**src/psa_pkg.sv**
```systemverilog
`timescale 1ns / 1ps

package psa_pkg;

  localparam int FIELD_W     = 16;
  localparam int PID_W       = 8;
  localparam int MAGIC_W     = 32;
  localparam int MODE_W      = 2;
  localparam int STATUS_W    = 2;
  localparam int HOOK_W      = 2;
  localparam int SLOT_W      = 8;
  localparam int CFG_INDEX_W = 1;
  localparam int CFG_DATA_W  = 16;

  // Input tdata layout, lowest bit first.
  localparam int IN_PID_LSB    = 0;
  localparam int IN_MAGIC_LSB  = IN_PID_LSB + PID_W;
  localparam int IN_FSIZE_LSB  = IN_MAGIC_LSB + MAGIC_W;
  localparam int IN_RSIZE_LSB  = IN_FSIZE_LSB + FIELD_W;
  localparam int IN_START_LSB  = IN_RSIZE_LSB + FIELD_W;
  localparam int IN_PROC_LSB   = IN_START_LSB + FIELD_W;
  localparam int IN_EXIT_LSB   = IN_PROC_LSB + FIELD_W;
  localparam int IN_TDATA_W    = IN_EXIT_LSB + FIELD_W;

  // Output tdata layout, lowest bit first, padded to whole bytes.
  localparam int OUT_STATUS_LSB = 0;
  localparam int OUT_SLOT_LSB   = OUT_STATUS_LSB + STATUS_W;
  localparam int OUT_HOOK_LSB   = OUT_SLOT_LSB + SLOT_W;
  localparam int OUT_ADDR_LSB   = OUT_HOOK_LSB + HOOK_W;
  localparam int OUT_LOC_LSB    = OUT_ADDR_LSB + FIELD_W;
  localparam int OUT_USED_W     = OUT_LOC_LSB + FIELD_W;
  localparam int OUT_TDATA_W    = ((OUT_USED_W + 7) / 8) * 8;
  localparam int OUT_PAD_W      = OUT_TDATA_W - OUT_USED_W;

  // Four header bytes of a valid image, first byte in the top bits.
  localparam logic [MAGIC_W-1:0] HEADER_MAGIC = {8'h42, 8'h52, 8'h4F, 8'h53};

  localparam logic [CFG_DATA_W-1:0] APP_RAM_SIZE_RESET = 16'd8192;

  typedef enum logic [MODE_W-1:0] {
    MODE_ALLOC  = 2'd0,
    MODE_EXIT   = 2'd1,
    MODE_RUN    = 2'd2,
    MODE_LOADED = 2'd3
  } mode_t;

  typedef enum logic [STATUS_W-1:0] {
    STAT_OK         = 2'd0,
    STAT_BAD_HEADER = 2'd1,
    STAT_NO_MEM     = 2'd2,
    STAT_BAD_PID    = 2'd3
  } status_t;

  typedef enum logic [HOOK_W-1:0] {
    HOOK_NONE  = 2'd0,
    HOOK_START = 2'd1,
    HOOK_PROC  = 2'd2,
    HOOK_EXIT  = 2'd3
  } hook_t;

  typedef enum logic [2:0] {
    SS_INACTIVE   = 3'd0,
    SS_LOADING    = 3'd1,
    SS_LOADED     = 3'd2,
    SS_RUNNING    = 3'd3,
    SS_AWAIT_EXIT = 3'd4
  } slot_state_t;

  typedef enum logic [CFG_INDEX_W-1:0] {
    REG_APP_RAM_BASE = 1'b0,
    REG_APP_RAM_SIZE = 1'b1
  } cfg_reg_t;

  typedef enum logic [3:0] {
    FSM_IDLE,
    FSM_ALLOC_CHK,
    FSM_ALLOC_RD,
    FSM_ALLOC_EV,
    FSM_ALLOC_END,
    FSM_ALLOC_WR,
    FSM_RUN_RD,
    FSM_RUN_EV,
    FSM_PID
  } fsm_t;

  typedef struct packed {
    logic fld_we;
    logic st_we;
  } tbl_ctrl_t;

endpackage

```
**src/psa_slot_table.sv**
```systemverilog
`timescale 1ns / 1ps

module psa_slot_table #(
  parameter int NUM_SLOTS  = 8,
  parameter int ADDR_WIDTH = 16,
  localparam int IDX_W     = (NUM_SLOTS > 1) ? $clog2(NUM_SLOTS) : 1
) (
  input  logic                         clk,
  input  logic                         rst_n,
  input  psa_pkg::tbl_ctrl_t           ctrl,
  input  logic [IDX_W-1:0]             idx,
  input  psa_pkg::slot_state_t         st_wdata,
  output psa_pkg::slot_state_t         st_rdata,
  input  logic [ADDR_WIDTH-1:0]        base_wdata,
  input  logic [psa_pkg::FIELD_W-1:0]  len_wdata,
  input  logic [ADDR_WIDTH-1:0]        start_wdata,
  input  logic [ADDR_WIDTH-1:0]        proc_wdata,
  input  logic [ADDR_WIDTH-1:0]        exit_wdata,
  output logic [ADDR_WIDTH-1:0]        base_rdata,
  output logic [psa_pkg::FIELD_W-1:0]  len_rdata,
  output logic [ADDR_WIDTH-1:0]        start_rdata,
  output logic [ADDR_WIDTH-1:0]        proc_rdata,
  output logic [ADDR_WIDTH-1:0]        exit_rdata
);
  import psa_pkg::*;

  localparam int ENTRY_W = 4 * ADDR_WIDTH + FIELD_W;

  // Lifecycle state lives in flops so that reset can mark every slot inactive.
  slot_state_t state_r [NUM_SLOTS];

  // Location, length and hook addresses share one single-port memory.
  logic [ENTRY_W-1:0] mem_r [NUM_SLOTS];
  logic [ENTRY_W-1:0] rd_data_r;
  logic [ENTRY_W-1:0] wr_data;

  assign wr_data  = {exit_wdata, proc_wdata, start_wdata, len_wdata, base_wdata};
  assign st_rdata = state_r[idx];

  always_ff @(posedge clk) begin
    if (!rst_n) begin
      for (int i = 0; i < NUM_SLOTS; i++) begin
        state_r[i] <= SS_INACTIVE;
      end
    end else if (ctrl.st_we) begin
      state_r[idx] <= st_wdata;
    end
  end

  always_ff @(posedge clk) begin
    if (ctrl.fld_we) begin
      mem_r[idx] <= wr_data;
    end
    rd_data_r <= mem_r[idx];
  end

  assign base_rdata  = rd_data_r[ADDR_WIDTH-1:0];
  assign len_rdata   = rd_data_r[ADDR_WIDTH +: FIELD_W];
  assign start_rdata = rd_data_r[ADDR_WIDTH + FIELD_W +: ADDR_WIDTH];
  assign proc_rdata  = rd_data_r[2 * ADDR_WIDTH + FIELD_W +: ADDR_WIDTH];
  assign exit_rdata  = rd_data_r[3 * ADDR_WIDTH + FIELD_W +: ADDR_WIDTH];

endmodule

```
**src/process_slot_allocator_scheduler_top.sv**
```systemverilog
`timescale 1ns / 1ps

// First-fit process table of NUM_SLOTS slots. The block takes one request at a
// time and drops in_tready from the transfer until its last result is loaded
// into the output register; the next request may be taken while that result
// still waits. Slot records sit in a memory with one registered read port, so
// every slot visited takes a read state and an evaluate state. An allocation
// first checks the header and size and gives an error result if either fails.
// It then scans the table and, when it finds room in a gap before an active
// slot or, after the scan, in the gap at the end of RAM, writes the request
// into that slot; else it gives a no-memory result. A run pass gives one result
// per slot, the final one with tlast set; exit and mark-loaded requests each
// give one result. Result-side stalls hold back every step that loads a result.
module process_slot_allocator_scheduler_top #(
  parameter int NUM_SLOTS  = 8,
  parameter int ADDR_WIDTH = 16
) (
  input  logic                             clk,
  input  logic                             rst_n,
  input  logic                             in_tvalid,
  output logic                             in_tready,
  // pid, magic, file_size, ram_size, start_offset, proc_offset, exit_offset
  input  logic [psa_pkg::IN_TDATA_W-1:0]   in_tdata,
  // mode
  input  logic [psa_pkg::MODE_W-1:0]       in_tuser,
  output logic                             out_tvalid,
  input  logic                             out_tready,
  // status, slot, hook, hook_address, location, zero padding
  output logic [psa_pkg::OUT_TDATA_W-1:0]  out_tdata,
  output logic                             out_tlast,
  input  logic                             cfg_we,
  input  logic [psa_pkg::CFG_INDEX_W-1:0]  cfg_index,
  input  logic [psa_pkg::CFG_DATA_W-1:0]   cfg_wdata
);
  import psa_pkg::*;

  localparam int IDX_W = (NUM_SLOTS > 1) ? $clog2(NUM_SLOTS) : 1;
  localparam int EW    = (ADDR_WIDTH > FIELD_W) ? ADDR_WIDTH : FIELD_W;
  localparam int OFF_W = FIELD_W + IDX_W;
  localparam int CMP_W = ((EW > OFF_W) ? EW : OFF_W) + 1;

  // Configuration
  logic [CFG_DATA_W-1:0] app_ram_base_r;
  logic [CFG_DATA_W-1:0] app_ram_size_r;

  // Sequencer
  fsm_t fsm_r, fsm_nxt;
  logic [IDX_W-1:0] cnt_r, cnt_nxt;
  logic [OFF_W-1:0] offset_r, offset_nxt;
  logic             cand_v_r, cand_v_nxt;
  logic [IDX_W-1:0] cand_idx_r, cand_idx_nxt;
  logic [OFF_W-1:0] cand_off_r, cand_off_nxt;

  // Request held for the whole operation
  mode_t              mode_r;
  logic [PID_W-1:0]   pid_r;
  logic [MAGIC_W-1:0] magic_r;
  logic [FIELD_W-1:0] file_size_r;
  logic [FIELD_W-1:0] ram_size_r;
  logic [FIELD_W-1:0] start_off_r;
  logic [FIELD_W-1:0] proc_off_r;
  logic [FIELD_W-1:0] exit_off_r;

  // Output register
  logic               out_valid_r;
  logic               out_load;
  status_t            out_status_r, out_status_nxt;
  logic [SLOT_W-1:0]  out_slot_r, out_slot_nxt;
  hook_t              out_hook_r, out_hook_nxt;
  logic [FIELD_W-1:0] out_addr_r, out_addr_nxt;
  logic [FIELD_W-1:0] out_loc_r, out_loc_nxt;
  logic               out_last_r, out_last_nxt;

  // Slot table
  tbl_ctrl_t             tbl_ctrl;
  logic [IDX_W-1:0]      tbl_idx;
  slot_state_t           st_wdata;
  slot_state_t           st_rdata;
  logic [ADDR_WIDTH-1:0] base_rd, start_rd, proc_rd, exit_rd;
  logic [FIELD_W-1:0]    len_rd;

  // Datapath
  logic                  in_acc;
  logic                  out_free;
  logic                  hdr_ok;
  logic [FIELD_W:0]      need;
  logic                  need_fail;
  logic                  last_idx;
  logic                  pid_ok;
  logic [ADDR_WIDTH-1:0] rel_base;
  logic [EW-1:0]         fit_end;
  logic [CMP_W-1:0]      fit_end_x, fit_off_x;
  logic                  fits;
  logic [ADDR_WIDTH-1:0] loc;
  logic [ADDR_WIDTH-1:0] start_addr, proc_addr, exit_addr;

  function automatic logic [ADDR_WIDTH-1:0] hook_addr(input logic [ADDR_WIDTH-1:0] base,
                                                       input logic [FIELD_W-1:0] off);
    hook_addr = (off == '0) ? '0 : base + ADDR_WIDTH'(off);
  endfunction

  assign in_tready = (fsm_r == FSM_IDLE);
  assign in_acc    = in_tvalid && in_tready;
  assign out_free  = !out_valid_r || out_tready;

  always_ff @(posedge clk) begin
    if (!rst_n) begin
      app_ram_base_r <= '0;
      app_ram_size_r <= APP_RAM_SIZE_RESET;
    end else if (cfg_we) begin
      case (cfg_reg_t'(cfg_index))
        REG_APP_RAM_BASE: app_ram_base_r <= cfg_wdata;
        REG_APP_RAM_SIZE: app_ram_size_r <= cfg_wdata;
        default: ;
      endcase
    end
  end

  always_ff @(posedge clk) begin
    if (in_acc) begin
      mode_r      <= mode_t'(in_tuser);
      pid_r       <= in_tdata[IN_PID_LSB +: PID_W];
      magic_r     <= in_tdata[IN_MAGIC_LSB +: MAGIC_W];
      file_size_r <= in_tdata[IN_FSIZE_LSB +: FIELD_W];
      ram_size_r  <= in_tdata[IN_RSIZE_LSB +: FIELD_W];
      start_off_r <= in_tdata[IN_START_LSB +: FIELD_W];
      proc_off_r  <= in_tdata[IN_PROC_LSB +: FIELD_W];
      exit_off_r  <= in_tdata[IN_EXIT_LSB +: FIELD_W];
    end
  end

  // Shared datapath: one fit check, one location adder and the hook adders.
  always_comb begin
    hdr_ok    = (magic_r == HEADER_MAGIC);
    need      = (FIELD_W + 1)'(file_size_r) + (FIELD_W + 1)'(ram_size_r);
    need_fail = (need > (FIELD_W + 1)'(app_ram_size_r));
    last_idx  = (cnt_r == IDX_W'(NUM_SLOTS - 1));
    pid_ok    = (pid_r < PID_W'(NUM_SLOTS));

    // The slot base relative to the RAM start wraps at the address width.
    rel_base = base_rd - ADDR_WIDTH'(app_ram_base_r);

    // The gap ends at the next active slot, or at the end of RAM after the scan.
    if (fsm_r == FSM_ALLOC_END) begin
      fit_end = EW'(app_ram_size_r);
    end else begin
      fit_end = EW'(rel_base);
    end
    fit_end_x = CMP_W'(fit_end);
    fit_off_x = CMP_W'(cand_off_r);
    fits      = (fit_end_x >= fit_off_x) && ((fit_end_x - fit_off_x) >= CMP_W'(need));

    loc        = ADDR_WIDTH'(app_ram_base_r) + ADDR_WIDTH'(cand_off_r);
    start_addr = hook_addr(loc, start_off_r);
    proc_addr  = hook_addr(loc, proc_off_r);
    exit_addr  = hook_addr(loc, exit_off_r);
  end

  always_comb begin
    case (fsm_r)
      FSM_ALLOC_WR: tbl_idx = cand_idx_r;
      FSM_PID:      tbl_idx = pid_r[IDX_W-1:0];
      default:      tbl_idx = cnt_r;
    endcase
  end

  always_comb begin : next_state
    fsm_nxt = fsm_r;
    case (fsm_r)
      FSM_IDLE: begin
        if (in_tvalid) begin
          case (mode_t'(in_tuser))
            MODE_ALLOC: fsm_nxt = FSM_ALLOC_CHK;
            MODE_RUN:   fsm_nxt = FSM_RUN_RD;
            default:    fsm_nxt = FSM_PID;
          endcase
        end
      end
      FSM_ALLOC_CHK: begin
        if (!hdr_ok || need_fail) begin
          if (out_free) fsm_nxt = FSM_IDLE;
        end else begin
          fsm_nxt = FSM_ALLOC_RD;
        end
      end
      FSM_ALLOC_RD: fsm_nxt = FSM_ALLOC_EV;
      FSM_ALLOC_EV: begin
        if (st_rdata != SS_INACTIVE && cand_v_r && fits) begin
          fsm_nxt = FSM_ALLOC_WR;
        end else if (last_idx) begin
          fsm_nxt = FSM_ALLOC_END;
        end else begin
          fsm_nxt = FSM_ALLOC_RD;
        end
      end
      FSM_ALLOC_END: begin
        if (cand_v_r && fits) begin
          fsm_nxt = FSM_ALLOC_WR;
        end else if (out_free) begin
          fsm_nxt = FSM_IDLE;
        end
      end
      FSM_ALLOC_WR: begin
        if (out_free) fsm_nxt = FSM_IDLE;
      end
      FSM_RUN_RD: fsm_nxt = FSM_RUN_EV;
      FSM_RUN_EV: begin
        if (out_free) fsm_nxt = last_idx ? FSM_IDLE : FSM_RUN_RD;
      end
      FSM_PID: begin
        if (out_free) fsm_nxt = FSM_IDLE;
      end
      default: fsm_nxt = FSM_IDLE;
    endcase
  end

  always_comb begin : outputs
    cnt_nxt        = cnt_r;
    offset_nxt     = offset_r;
    cand_v_nxt     = cand_v_r;
    cand_idx_nxt   = cand_idx_r;
    cand_off_nxt   = cand_off_r;
    tbl_ctrl       = '0;
    st_wdata       = SS_INACTIVE;
    out_load       = 1'b0;
    out_status_nxt = STAT_OK;
    out_slot_nxt   = '0;
    out_hook_nxt   = HOOK_NONE;
    out_addr_nxt   = '0;
    out_loc_nxt    = '0;
    out_last_nxt   = 1'b1;

    case (fsm_r)
      FSM_IDLE: begin
        if (in_tvalid) begin
          cnt_nxt    = '0;
          offset_nxt = '0;
          cand_v_nxt = 1'b0;
        end
      end
      FSM_ALLOC_CHK: begin
        if (!hdr_ok || need_fail) begin
          out_load       = out_free;
          out_status_nxt = hdr_ok ? STAT_NO_MEM : STAT_BAD_HEADER;
        end
      end
      FSM_ALLOC_EV: begin
        // Inactive slots in one run share the same gap, so the first one of
        // the run is the only candidate worth keeping.
        if (st_rdata == SS_INACTIVE) begin
          if (!cand_v_r) begin
            cand_v_nxt   = 1'b1;
            cand_idx_nxt = cnt_r;
            cand_off_nxt = offset_r;
          end
        end else begin
          if (cand_v_r && !fits) cand_v_nxt = 1'b0;
          offset_nxt = offset_r + OFF_W'(len_rd);
        end
        if (!last_idx) cnt_nxt = cnt_r + 1'b1;
      end
      FSM_ALLOC_END: begin
        if (!(cand_v_r && fits)) begin
          out_load       = out_free;
          out_status_nxt = STAT_NO_MEM;
        end
      end
      FSM_ALLOC_WR: begin
        if (out_free) begin
          tbl_ctrl.fld_we = 1'b1;
          tbl_ctrl.st_we  = 1'b1;
          st_wdata        = SS_LOADING;
          out_load        = 1'b1;
        end
        out_slot_nxt = SLOT_W'(cand_idx_r);
        out_loc_nxt  = FIELD_W'(loc);
      end
      FSM_RUN_EV: begin
        out_slot_nxt = SLOT_W'(cnt_r);
        out_last_nxt = last_idx;
        st_wdata     = st_rdata;
        case (st_rdata)
          SS_LOADED: begin
            if (start_rd != '0) begin
              out_hook_nxt = HOOK_START;
              out_addr_nxt = FIELD_W'(start_rd);
            end
            st_wdata = SS_RUNNING;
          end
          SS_RUNNING: begin
            if (proc_rd != '0) begin
              out_hook_nxt = HOOK_PROC;
              out_addr_nxt = FIELD_W'(proc_rd);
            end else begin
              st_wdata = SS_AWAIT_EXIT;
            end
          end
          SS_AWAIT_EXIT: begin
            if (exit_rd != '0) begin
              out_hook_nxt = HOOK_EXIT;
              out_addr_nxt = FIELD_W'(exit_rd);
            end
            st_wdata = SS_INACTIVE;
          end
          default: ;
        endcase
        if (out_free) begin
          out_load       = 1'b1;
          tbl_ctrl.st_we = (st_wdata != st_rdata);
          if (!last_idx) cnt_nxt = cnt_r + 1'b1;
        end
      end
      FSM_PID: begin
        out_slot_nxt   = pid_r;
        out_status_nxt = pid_ok ? STAT_OK : STAT_BAD_PID;
        out_load       = out_free;
        if (mode_r == MODE_EXIT) begin
          st_wdata = SS_AWAIT_EXIT;
          tbl_ctrl.st_we = out_free && pid_ok && (st_rdata != SS_INACTIVE);
        end else begin
          st_wdata = SS_LOADED;
          tbl_ctrl.st_we = out_free && pid_ok && (st_rdata == SS_LOADING);
        end
      end
      default: ;
    endcase
  end

  always_ff @(posedge clk) begin
    if (!rst_n) begin
      fsm_r      <= FSM_IDLE;
      cand_v_r   <= 1'b0;
      cnt_r      <= '0;
      offset_r   <= '0;
    end else begin
      fsm_r      <= fsm_nxt;
      cand_v_r   <= cand_v_nxt;
      cnt_r      <= cnt_nxt;
      offset_r   <= offset_nxt;
    end
  end

  always_ff @(posedge clk) begin
    cand_idx_r <= cand_idx_nxt;
    cand_off_r <= cand_off_nxt;
  end

  always_ff @(posedge clk) begin
    if (!rst_n) begin
      out_valid_r <= 1'b0;
    end else if (out_load) begin
      out_valid_r <= 1'b1;
    end else if (out_tready) begin
      out_valid_r <= 1'b0;
    end
  end

  always_ff @(posedge clk) begin
    if (out_load) begin
      out_status_r <= out_status_nxt;
      out_slot_r   <= out_slot_nxt;
      out_hook_r   <= out_hook_nxt;
      out_addr_r   <= out_addr_nxt;
      out_loc_r    <= out_loc_nxt;
      out_last_r   <= out_last_nxt;
    end
  end

  assign out_tvalid = out_valid_r;
  assign out_tlast  = out_last_r;
  assign out_tdata  = {{OUT_PAD_W{1'b0}}, out_loc_r, out_addr_r, out_hook_r, out_slot_r,
                       out_status_r};

  psa_slot_table #(
    .NUM_SLOTS  (NUM_SLOTS),
    .ADDR_WIDTH (ADDR_WIDTH)
  ) u_table (
    .clk         (clk),
    .rst_n       (rst_n),
    .ctrl        (tbl_ctrl),
    .idx         (tbl_idx),
    .st_wdata    (st_wdata),
    .st_rdata    (st_rdata),
    .base_wdata  (loc),
    .len_wdata   (FIELD_W'(need)),
    .start_wdata (start_addr),
    .proc_wdata  (proc_addr),
    .exit_wdata  (exit_addr),
    .base_rdata  (base_rd),
    .len_rdata   (len_rd),
    .start_rdata (start_rd),
    .proc_rdata  (proc_rd),
    .exit_rdata  (exit_rd)
  );

endmodule

```
**config.mk**
```make
export PLATFORM = sky130hd
export DESIGN_NAME = process_slot_allocator_scheduler_top
export DESIGN_NICKNAME = d
export VERILOG_FILES = /design/src/psa_pkg.sv /design/src/psa_slot_table.sv /design/src/process_slot_allocator_scheduler_top.sv
export SDC_FILE = /design/constraint.sdc
export NUM_CORES = 1
export LEC_CHECK = 0
export ABC_CLOCK_PERIOD_IN_PS = 16300
export BUFFER_PORTS_ARGS = -buffer_cell sky130_fd_sc_hd__buf_2
export CELL_PAD_IN_SITES_DETAIL_PLACEMENT = 2
export CELL_PAD_IN_SITES_GLOBAL_PLACEMENT = 2
export CORE_ASPECT_RATIO = 0.9
export CORE_MARGIN = 5
export CORE_UTILIZATION = 49
export CTS_CLUSTER_DIAMETER = 120
export DETAILED_ROUTE_END_ITERATION = 10
export GPL_TIMING_DRIVEN = 0
export HOLD_SLACK_MARGIN = 0.05
export PLACE_DENSITY_LB_ADDON = 0.1
export SLEW_MARGIN = 20
export SYNTH_ARGS = -nofsm -noshare
export SYNTH_HDL_FRONTEND = slang
export SYNTH_HIERARCHICAL = 1
export SYNTH_SLANG_ARGS = --single-unit
```
**constraint.sdc**
```tcl
create_clock -name clk -period 16.3 [get_ports clk]
set_clock_uncertainty 0.2 [all_clocks]
set_input_delay 4.89 -clock clk [delete_from_list [all_inputs] [get_ports clk]]
set_output_delay 4.89 -clock clk [all_outputs]
set_load 0.005 [all_outputs]
```
After elaboration in Yosys (flattened, before gate mapping)
Memory sizes are Yosys's and may differ from the RTL's. A register that Yosys moved wholly into a read port is not among the register bits.
Index checks and enable logic that the tools add are counted.
{"block": "classes", "addsub": 9, "order_cmp": 4, "n_eq_ne": 21, "muxes": 66, "bitwise_logic": 2, "reduce_logical": 37}
{"cell": "$mux W16", "count": 7}
{"cell": "$add A16 B16 Y16", "count": 4}
{"cell": "$logic_not A16 Y1", "count": 3}
{"cell": "$pmux W16 S3", "count": 1}
{"cell": "$reduce_bool A16 Y1", "count": 3}
{"cell": "$mux W19", "count": 2}
{"cell": "$pmux W19 S2", "count": 1}
{"cell": "$mux W3", "count": 11}
{"cell": "$eq A32 B31 Y1 const B", "count": 1}
{"cell": "$pmux W4 S8", "count": 1}
{"cell": "$pmux W3 S3", "count": 3}
{"cell": "$pmux W8 S3", "count": 1}
{"cell": "$ge A20 B17 Y1", "count": 1}
{"cell": "$mux W1", "count": 20}
{"cell": "$mux W4", "count": 5}
{"cell": "$sub A16 B19 Y20", "count": 1}
{"cell": "$add A19 B16 Y19", "count": 1}
{"cell": "$ge A16 B19 Y1", "count": 1}
{"cell": "$add A16 B16 Y17", "count": 1}
{"cell": "$gt A17 B16 Y1", "count": 1}
{"cell": "$eq A4 B3 Y1 const B", "count": 4}
{"cell": "$sub A16 B16 Y16", "count": 1}
{"cell": "$mux W2", "count": 7}
{"cell": "$pmux W2 S3", "count": 2}
{"cell": "31 further kinds", "count": 56}
{"block": "totals", "register_bits": 249, "ram_bits": 664, "memories": 2}
{"memory": "u_table.mem_r", "words": 8, "word_bits": 80, "read_ports": 1, "rd_ports_with_merged_regs": 1, "write_ports": 1, "line": "psa_slot_table.sv:33", "source": "logic [ENTRY_W-1:0] mem_r [NUM_SLOTS];"}
{"memory": "u_table.state_r", "words": 8, "word_bits": 3, "read_ports": 1, "rd_ports_with_merged_regs": 0, "write_ports": 8, "line": "psa_slot_table.sv:30", "source": "slot_state_t state_r [NUM_SLOTS];"}

Logic depth before layout (Yosys ltp)
Gate-level depths: netlist of run 1.
An unclocked memory read counts as a cell.
{"block": "depth", "ltp_word": 14, "mapped_depth": 29}

By module
Netlist of run 1, hierarchy kept.
{"mod": "psa_slot_table", "instances": 1, "cells_each": 1100, "area_per_inst_um2": 26825.7}
{"mod": "process_slot_allocator_scheduler_top", "instances": 1, "cells_each": 1598, "area_per_inst_um2": 15721.3}

Least setup slack after synthesis of run 1
Ideal clock, no wire load.
{"block": "synth_path", "kind": "input -> register", "startpoint": "in in_tvalid", "endpoint": "reg offset_r[16]", "arrival_time_ns": 9.738, "t_required_ns": 15.981, "path_slack_ns": 6.243, "path_stages": 6, "cell_sequence": "and2_1 -> clkbuf_1 -> nor2_1 -> a211oi_1 -> xnor2_1 -> nor2_1"}
{"block": "synth_via", "elab_chain_len": 2}
{"element": "from (decl)", "line": "process_slot_allocator_scheduler_top.sv:20", "source": "input logic in_tvalid,"}
{"element": "$ne A2 B2 Y1 (no line)"}
{"element": "$reduce_and A3 Y1 (no line)"}
{"element": "to (signal assigned)", "line": "process_slot_allocator_scheduler_top.sv:339", "source": "offset_r <= offset_nxt;"}
{"element": "to (decl)", "line": "process_slot_allocator_scheduler_top.sv:49", "source": "logic [OFF_W-1:0] offset_r, offset_nxt;"}
No other way between the ends.
A chain may end at the register's enable or synchronous reset.

Worst setup path after layout of run 1
{"block": "layout_path", "startpoint": "reg fsm_r[1]", "endpoint": "reg out_addr_r[2] (enable)"}
{"block": "layout_via", "elab_chain_len": 8}
{"element": "from (decl)", "line": "process_slot_allocator_scheduler_top.sv:47", "source": "fsm_t fsm_r, fsm_nxt;"}
{"element": "from (signal assigned)", "line": "process_slot_allocator_scheduler_top.sv:336", "source": "fsm_r <= fsm_nxt;"}
{"element": "$eq A4 B3 Y1", "line": "process_slot_allocator_scheduler_top.sv:144, process_slot_allocator_scheduler_top.sv:233"}
{"element": "$mux W16", "line": "process_slot_allocator_scheduler_top.sv:144", "source": "if (fsm_r == FSM_ALLOC_END) begin"}
{"element": "$sub A16 B19 Y20", "line": "process_slot_allocator_scheduler_top.sv:151", "source": "fits = (fit_end_x >= fit_off_x) && ((fit_end_x - fit_off_x) >= CMP_W'(need));"}
{"element": "$ge A20 B17 Y1", "line": "process_slot_allocator_scheduler_top.sv:151"}
{"element": "$logic_and A1 B1 Y1", "line": "process_slot_allocator_scheduler_top.sv:151"}
{"element": "$logic_and A1 B1 Y1", "line": "process_slot_allocator_scheduler_top.sv:263", "source": "if (!(cand_v_r && fits)) begin"}
{"element": "$mux W1", "line": "process_slot_allocator_scheduler_top.sv:263"}
{"element": "$pmux W1 S4 *", "line": "process_slot_allocator_scheduler_top.sv:233", "source": "case (fsm_r)"}
{"element": "net out_load", "line": "process_slot_allocator_scheduler_top.sv:66", "source": "logic out_load;"}
{"element": "to (signal assigned)", "line": "process_slot_allocator_scheduler_top.sv:363", "source": "out_addr_r <= out_addr_nxt;"}
{"element": "to (decl)", "line": "process_slot_allocator_scheduler_top.sv:70", "source": "logic [FIELD_W-1:0] out_addr_r, out_addr_nxt;"}
The timed path passes the listed nets; every way through them passes the cells marked *.

==> results.yml, run 1 <==
run_status:
  status: "finished clean"
power_and_ir_drop:
  sw_frac_of_total_pct: 30.1
  p_per_area_nw_per_um2: 141
  internal_power_w: 0.00491
  irDropWorstVdd_v: 0.000116
  power.share.sequential_pct: 44.5
  p_switching_w: 0.00212
  p_clk_share_pct: 35.5
  power_frac_comb_pct: 20.0
  p_leak_nw: 17.6
detailed_routing:
  wl_met3_um: 12100
  met1_length_um: 59800
  routed_wl_um: 159000
  drt_iter0_drc: 3000
  vias_per_cell: 6.52
  first_pass_iters: 5
  antenna_left: 0
  dr_wl_met2_um: 78800
  vias: 27900
  route.detailed.drc: 0
  wl_per_cell_um: 37.0
  maxUsedRoutingLayer: "met5"
global_routing:
  grt_pass1_vias: 30500
  grt_use_total_pct: 33.9
  grt_pass1_wl_um: 226000
  antenna_found_initial: 10
  gr-total-overflow: 0
  grt_max_degree: 58
critical_path:
  r2r_slack_ns: 8.07
  r2r_end: "out_addr_r[2]"
  cp.arrival_ns: 8.42
  crit_type: "reg -> reg"
  required_ns: 16.49
  worstPathMaxFanout: 18
  reg2reg_from: "fsm_r[1]"
  reg2reg_depth: 27
  cp-start-kind: "register"
  critPathCaptureType: "register"
clock_network:
  path_clk_slew_ns: 0.07
  clock-sinks: 993
  cts_htree_levels: 3
  clockRootBuffer: "clkbuf_16"
  clock_latency_ns: 0.71
  cts_tree: "done"
  clockBufferDepth: 3
  cts_buffers: 101
  cts.repair.resized: 0
  holdBufCountCts: 0
  postCtsSetupBuffers: 0
timing:
  slew_headroom_pct: 23.3
  setup_viol: 0
  worst_pin_slew_ns: 1.14
  slew_violations: 0
  fin_setup_tns_ns: 0
  rsz0062_at_grt: "false"
  timing.final.crit_share_pct: 50.5
  min_period_ns: 8.23
  hold_violations: 0
  max_freq_ghz: 0.121
placement:
  port_buffers: 190
  dp.cells: 4095
  gp_congestion: 0.906
  dp_hpwl_um: 104000
  postPlaceCellArea_um2: 46500
yosys:
  synthArstFlopShare_pct: 0
  synthTopCellsByArea: "edfxtp_1 60%, mux4_2 8.8%, dfxtp_1 6.6%, ha_1 4.6%, mux2_2 2.2%"
  synth_mux_area_share_pct: 11.1
  synth_compound_area_share_pct: 6.25
  synthFlopType: "edfxtp_1"
  syn_avg_cell_area_um2: 15.8
  yosys.area.top_type_share_pct: 60.2
  ys_types: 83
  yosys_warnings: 6
  synth.most_common_cell: "edfxtp_1"
  synthTopCellsByCount: "853 x edfxtp_1, 166 x mux4_2, 158 x ha_1"
  synth_top_family_by_area: "multiplexers"
  synth_adder_area_share_pct: 5.02
  ys_seq_area_share_pct: 66.8
  synth-simple-area-share_pct: 6.53
  synthCells: 2698
  syn_area_um2: 42500
  synth-seq-cells: 993
  synth_edf_count: 853
  yosys.area.top_type: "edfxtp_1"
  yosys.area_share.xor_xnor_pct: 2.06
min_path:
  holdCritStartpoint: "app_ram_size_r[10]"
  worst_hold_path.endpoint: "app_ram_size_r[10]"
  hold_path.class: "reg -> reg"
  hold_path_depth: 2
die:
  start_util_pct: 49.4
  row_count: 102
  die_h_um: 290
  core_um2: 86100
  dieWidth_um: 321
  boundaryPins: 195
  die_area_um2: 92800
layout:
  syn_to_final_growth_pct: 17.6
  drive_gt1_share_pct: 24.3
  fin_area_um2: 50000
  nets: 3365
  layout.cells.non_filler: 4289
job:
  drv_cap: 0
state kept, by name, indices dropped and copies added (netlist names), 3 cells and up:
name and cells:
u_table/mem_r 640, ram_size_r 16, start_off_r 16, file_size_r 16, proc_off_r 16, u_table/state_r 24
out_loc_r 16, fsm_r 4, cand_idx_r 3, magic_r 32, exit_off_r 16, out_slot_r 8
cand_off_r 19, out_addr_r 16, app_ram_base_r 16, u_table/rd_data_r 80, pid_r 8, app_ram_size_r 16
cnt_r 3, offset_r 19
worst max-delay path, cell delays in order, from the launching register on:
cell	delay, ns
dfxtp_1	0.33
clkbuf_1	0.24
nand2b_1	0.29
nor3_2	0.89
clkbuf_1	0.63
a21oi_1	0.16
ha_1	0.40
nor2b_1	0.25
o211ai_1	0.11
a21boi_1	0.27
o211a_1	0.20
o21ai_0	0.07
nand2b_1	0.14
a31o_2	0.23
nor3b_1	0.07
a311o_1	0.37
ha_1	0.31
nand3_1	0.10
o22ai_1	0.09
nor3_1	0.30
o211ai_1	0.19
o2111ai_1	0.16
o311a_1	0.25
a211oi_2	0.18
a2bb2oi_1	0.21
o31ai_4	0.67
buf_6	0.31
buf_8	0.22
final cells by class:
| cell class | count | area (um2) |
|---|---|---|
| repair buffers | 251 | 2210 |
| inverters | 109 | 409 |
| flip-flops and latches | 993 | 28400 |
| clock buffers | 126 | 2750 |
| well taps | 1144 | 1430 |
| fillers | 7379 | 36100 |
| clock inverters | 65 | 716 |
| diodes | 2 | 5.00 |
| plain buffers | 97 | 543 |
| multi-input cells | 1502 | 13500 |
per-stage QoR:
step	hold slack, ns	power, W	worst slack (ns)	util [%]
final	0.265	0.00703	8.07	58.1
after global routing	0.286	0.00726	7.72	58.1
after CTS	0.262	0.00704	8.18	58.0
after detailed placement	0.253	0.00449	8.34	54.0
after global placement	0.242	0.00431	2.48	52.2
after floorplan	0.229	0.00392	6.24	-
power by group through the flow:
stage | Clock, W | Sequential (W) | Combinational [W]
floorplan | 0 | 0.00315 | 0.000769
global placement | 0 | 0.00319 | 0.00112
detailed placement | 0 | 0.00318 | 0.00131
CTS | 0.00252 | 0.00313 | 0.00139
global route | 0.00264 | 0.00313 | 0.00149
finish | 0.00249 | 0.00313 | 0.00141
cell families (layout without fill, tap and decap cells):
| kind of cell | count (synthesis) | in the layout |
|---|---|---|
| DFF | 993 | 993 |
| and+or+nand+nor | 574 | 574 |
| AOI/OAI and AO/OA | 405 | 405 |
| muxes | 254 | 254 |
| buffers and inverters | 206 | 648 |
| adders and majority gates | 166 | 166 |
| xor gates and xnor gates | 99 | 99 |
| other | 1 | 6 |
routing by layer:
layer  up-vias  GRT usage, %
met3       398          6.62
met4         8          14.9
met2      1493          57.9
met5         -             0
met1     14800          42.6
li1      11200             -
how the worst max path moves through the flow:
stage                     from                   end  slack [ns]
floorplan            in_tvalid          offset_r[16]        6.24
global placement    out_tready  u_table/mem_r[6][28]        2.48
detailed placement    fsm_r[1]         out_addr_r[2]        8.34
CTS                   fsm_r[1]        out_addr_r[12]        8.18
global route          fsm_r[1]        out_addr_r[12]        7.72
finish                fsm_r[1]         out_addr_r[2]        8.07
placed cells by master, fill, tap and decap left out, types with 28 or more instances in the layout:
cell type / instances
a21o_1: 36
a21oi_1: 121
buf_2: 212
clkbuf_1: 66
clkbuf_16: 102
dfxtp_1: 140
edfxtp_1: 853
ha_1: 158
inv_1: 108
mux2_2: 83
mux4_2: 166
nand2_1: 150
nand3_1: 32
nor2_1: 149
nor3_1: 52
nor4_1: 28
o21ai_0: 64
xnor2_1: 44
Power figures use the tool's default switching activity.
==> run 2, diff against run 1 <==
- ABC_AREA: default -> 1
- ABC_CLOCK_PERIOD_IN_PS: 16300 -> 8100
- CORE_UTILIZATION: 49 -> 40
- clock period: 16.3 -> 8.1 ns (I/O delays scaled with it)
==> run 2 against run 1 <==
Die area is 29% higher. Global-route usage fell by 5.5 points. Synthesized area increased by 6.5%. Fmax up 34%. Combinational power grew to 3.4 times the previous value. Via count grew 27%. Total power is 130% higher. First-iteration DRC count shrank 4.2%. Flip-flop and latch count did not move. Count of clock-buffer cells in the layout up 29. Critical path type unchanged. Largest cell class unchanged. Largest power group unchanged. Highest routed layer unchanged.
==> results.yml, run 2 <==
run_status:
  status: "finished clean"
layout:
  regArea_um2: 28400
  reg.largest.list: "u_table/mem_r (640), u_table/rd_data_r (80), magic_r (32)"
  fin_area_um2: 53300
  largest_reg_flops: 640
  nets: 5306
  multi_input_area_um2: 15200
  fillerInstances: 11800
  mostFrequentLayoutCell: "nand2_1"
  regMostFlops: "u_table/mem_r"
  drive_gt1_share_pct: 14.2
  syn_to_final_growth_pct: 17.7
  most-common-layout-cells: "2048 x nand2_1, 853 x edfxtp_1, 326 x buf_2, 259 x inv_1, 209 x a21oi_1"
die:
  row_count: 117
  start_util_pct: 40.1
  die_area_um2: 120000
  die_h_um: 329
  core_um2: 113000
  dieWidth_um: 365
  boundaryPins: 195
detailed_routing:
  first_pass_iters: 7
  maxUsedRoutingLayer: "met5"
  dr_wl_met2_um: 79400
  route.detailed.drc: 0
  routed_wl_um: 172000
  wl_per_cell_um: 26.1
  wl_met3_um: 11900
  antenna_left: 0
  met1_length_um: 75300
  drt_iter0_drc: 2874
  vias: 35500
  vias_per_cell: 5.39
critical_path:
  crit_type: "reg -> reg"
  cp_common_cell: "nand2_1"
  critical_path_buf_inv_count: 3
  max_stage_delay_ns: 0.76
  required_ns: 8.29
  crit_chain: "ha_2, fa_2, nand2_1, inv_1, o21ai_0, nand2_1, nand2_1, nand2_1, a21oi_1, o21bai_1, nand2_1, nand2_1, nand3_1, nand2_1, xor2_1, inv_1, ha_1, inv_1, nor3_1, nand2_1, nand3_1, o21ai_1, a21oi_1"
  reg2reg_depth: 23
  path_delay_family: "simple AND/OR/NAND/NOR gates"
  cp-start-kind: "register"
  r2r_slack_ns: 1.97
  reg2reg_from: "cand_off_r[0]"
  cp.arrival_ns: 6.33
  r2r_end: "u_table/mem_r[6][79]"
  crit_slowest_cell: "a21oi_1"
  critPathCaptureType: "register"
  worstPathMaxFanout: 11
power_and_ir_drop:
  p_clk_share_pct: 31.3
  p_per_area_nw_per_um2: 305
  power_frac_comb_pct: 29.7
  internal_power_w: 0.0105
  p_leak_nw: 23.0
  irDropWorstVdd_v: 0.000206
  sw_frac_of_total_pct: 35.7
  p_switching_w: 0.00580
  finalPower_w: 0.0163
  power.share.sequential_pct: 39.0
yosys:
  synth_edf_count: 853
  synth_mux_area_share_pct: 0
  synth_compound_area_share_pct: 5.29
  synth-simple-area-share_pct: 21.6
  syn_area_um2: 45300
  synthArstFlopShare_pct: 0
  synthFlopType: "edfxtp_1"
  synthTopCellsByArea: "edfxtp_1 57%, nand2_1 17%, dfxtp_1 6.2%, ha_1 4.4%, a21oi_1 2.3%"
  yosys.area.top_type_share_pct: 56.5
  syn_avg_cell_area_um2: 9.95
  synth_adder_area_share_pct: 4.72
  synthCells: 4554
  synthTopCellsByCount: "2048 x nand2_1, 853 x edfxtp_1, 259 x inv_1"
  yosys.area.top_type: "edfxtp_1"
  synth.most_common_cell: "nand2_1"
  yosys.area_share.xor_xnor_pct: 1.31
  yosys_warnings: 6
  ys_seq_area_share_pct: 62.7
  synth-seq-cells: 993
  ys_types: 67
  synth_top_family_by_area: "simple AND/OR/NAND/NOR gates"
timing:
  timing.final.crit_share_pct: 75.7
  rsz0062_at_grt: "false"
  finalWorstSetupSlack_ns: 1.97
  setup_viol: 0
  hold_violations: 0
  slew_headroom_pct: 22.1
  max_freq_ghz: 0.163
  min_period_ns: 6.13
  slew_violations: 0
  worst_pin_slew_ns: 1.17
placement:
  gp_congestion: 0.872
  place_ws_ns: 1.89
  dp_hpwl_um: 127000
  postPlaceCellArea_um2: 49600
  port_buffers: 190
global_routing:
  grt_pass1_wl_um: 250000
  grt_pass1_vias: 38400
  antenna_found_initial: 24
  grt_max_degree: 29
  grt_use_total_pct: 28.4
  gr-total-overflow: 0
min_path:
  worst_hold_path.endpoint: "cand_off_r[18]"
  holdCritStartpoint: "offset_r[18]"
  hold_path.class: "reg -> reg"
  hold_path_depth: 0
clock_network:
  cts_tree: "done"
  cts.repair.resized: 0
  cts_buffers: 109
  clock_latency_ns: 0.74
  holdBufCountCts: 0
  clockBufferDepth: 3
  cts_htree_levels: 3
  postCtsSetupBuffers: 0
  clockRootBuffer: "clkbuf_16"
  clock-sinks: 993
  path_clk_slew_ns: 0.06
job:
  drv_cap: 0
[run 2: cell type report]
| cell class | instances | share of cell area, % |
|---|---|---|
| Tap cell | 1487 | 3.49 |
| Multi-Input combinational cell | 3127 | 28.5 |
| Antenna cell | 3 | 0.0141 |
| Clock buffer | 155 | 5.92 |
| Timing Repair Buffer | 328 | 4.08 |
| Clock inverter | 52 | 0.927 |
| Sequential cell | 993 | 53.3 |
| Buffer | 163 | 1.80 |
| Inverter | 274 | 1.94 |
[run 2: cell families (layout without fill, tap and decap cells)]
logic type	Yosys count	count (layout)
flip-flops	993	993
buffers and inverters	437	972
adder cells (fa/ha/maj)	166	166
other	1	7
AO/OA/AOI/OAI	426	426
AND/OR/NAND/NOR	2464	2464
XOR/XNOR	67	67
[run 2: worst max path at each step]
stage,start,slack (ns),cells after the start,endpoint
3_5_place_dp,cand_off_r[0],1.89,23,u_table/mem_r[4][79]
3_3_place_gp,out_tready,-11.59,5,u_table/mem_r[1][24]
4_1_cts,cand_off_r[0],1.86,23,u_table/mem_r[6][79]
2_1_floorplan,out_tready,-3.11,4,u_table/mem_r[3][0]
5_1_grt,cand_off_r[0],1.64,23,u_table/mem_r[6][79]
6_report,cand_off_r[0],1.97,23,u_table/mem_r[6][79]
[run 2: per-layer routing]
metal,up-vias,GRT usage (%)
met5,-,0
met4,10,8.48
met1,18100,38.5
li1,16100,-
met2,1053,46.2
met3,239,6.11
[run 2: per-stage QoR]
step,util [%],hold WS [ns],instances,TNS [ns]
2_1_floorplan,-,0.208,4557,-1393.64
3_3_place_gp,42.6,0.230,6234,-6117.56
3_5_place_dp,44.0,0.244,6372,0
4_1_cts,47.2,0.268,6579,0
5_1_grt,47.2,0.280,6579,0
6_report,47.2,0.251,6582,0
[run 2: power by group through the flow]
| stage | logic (W) | clock network, W | registers [W] |
|---|---|---|---|
| 4_1_cts | 0.00481 | 0.00519 | 0.00634 |
| 6_report | 0.00482 | 0.00510 | 0.00634 |
| 5_1_grt | 0.00531 | 0.00542 | 0.00635 |
| 2_1_floorplan | 0.00287 | 0 | 0.00633 |
| 3_5_place_dp | 0.00475 | 0 | 0.00644 |
| 3_3_place_gp | 0.00444 | 0 | 0.00645 |
[run 2: worst reg2reg max path: stages (launching register included)]
cell	delay [ns]
edfxtp_1	0.47
ha_2	0.26
fa_2	0.22
nand2_1	0.06
inv_1	0.13
o21ai_0	0.11
nand2_1	0.22
nand2_1	0.09
nand2_1	0.18
a21oi_1	0.09
o21bai_1	0.35
nand2_1	0.11
nand2_1	0.18
nand3_1	0.09
nand2_1	0.08
xor2_1	0.39
inv_1	0.65
ha_1	0.58
inv_1	0.09
nor3_1	0.19
nand2_1	0.07
nand3_1	0.12
o21ai_1	0.08
a21oi_1	0.76
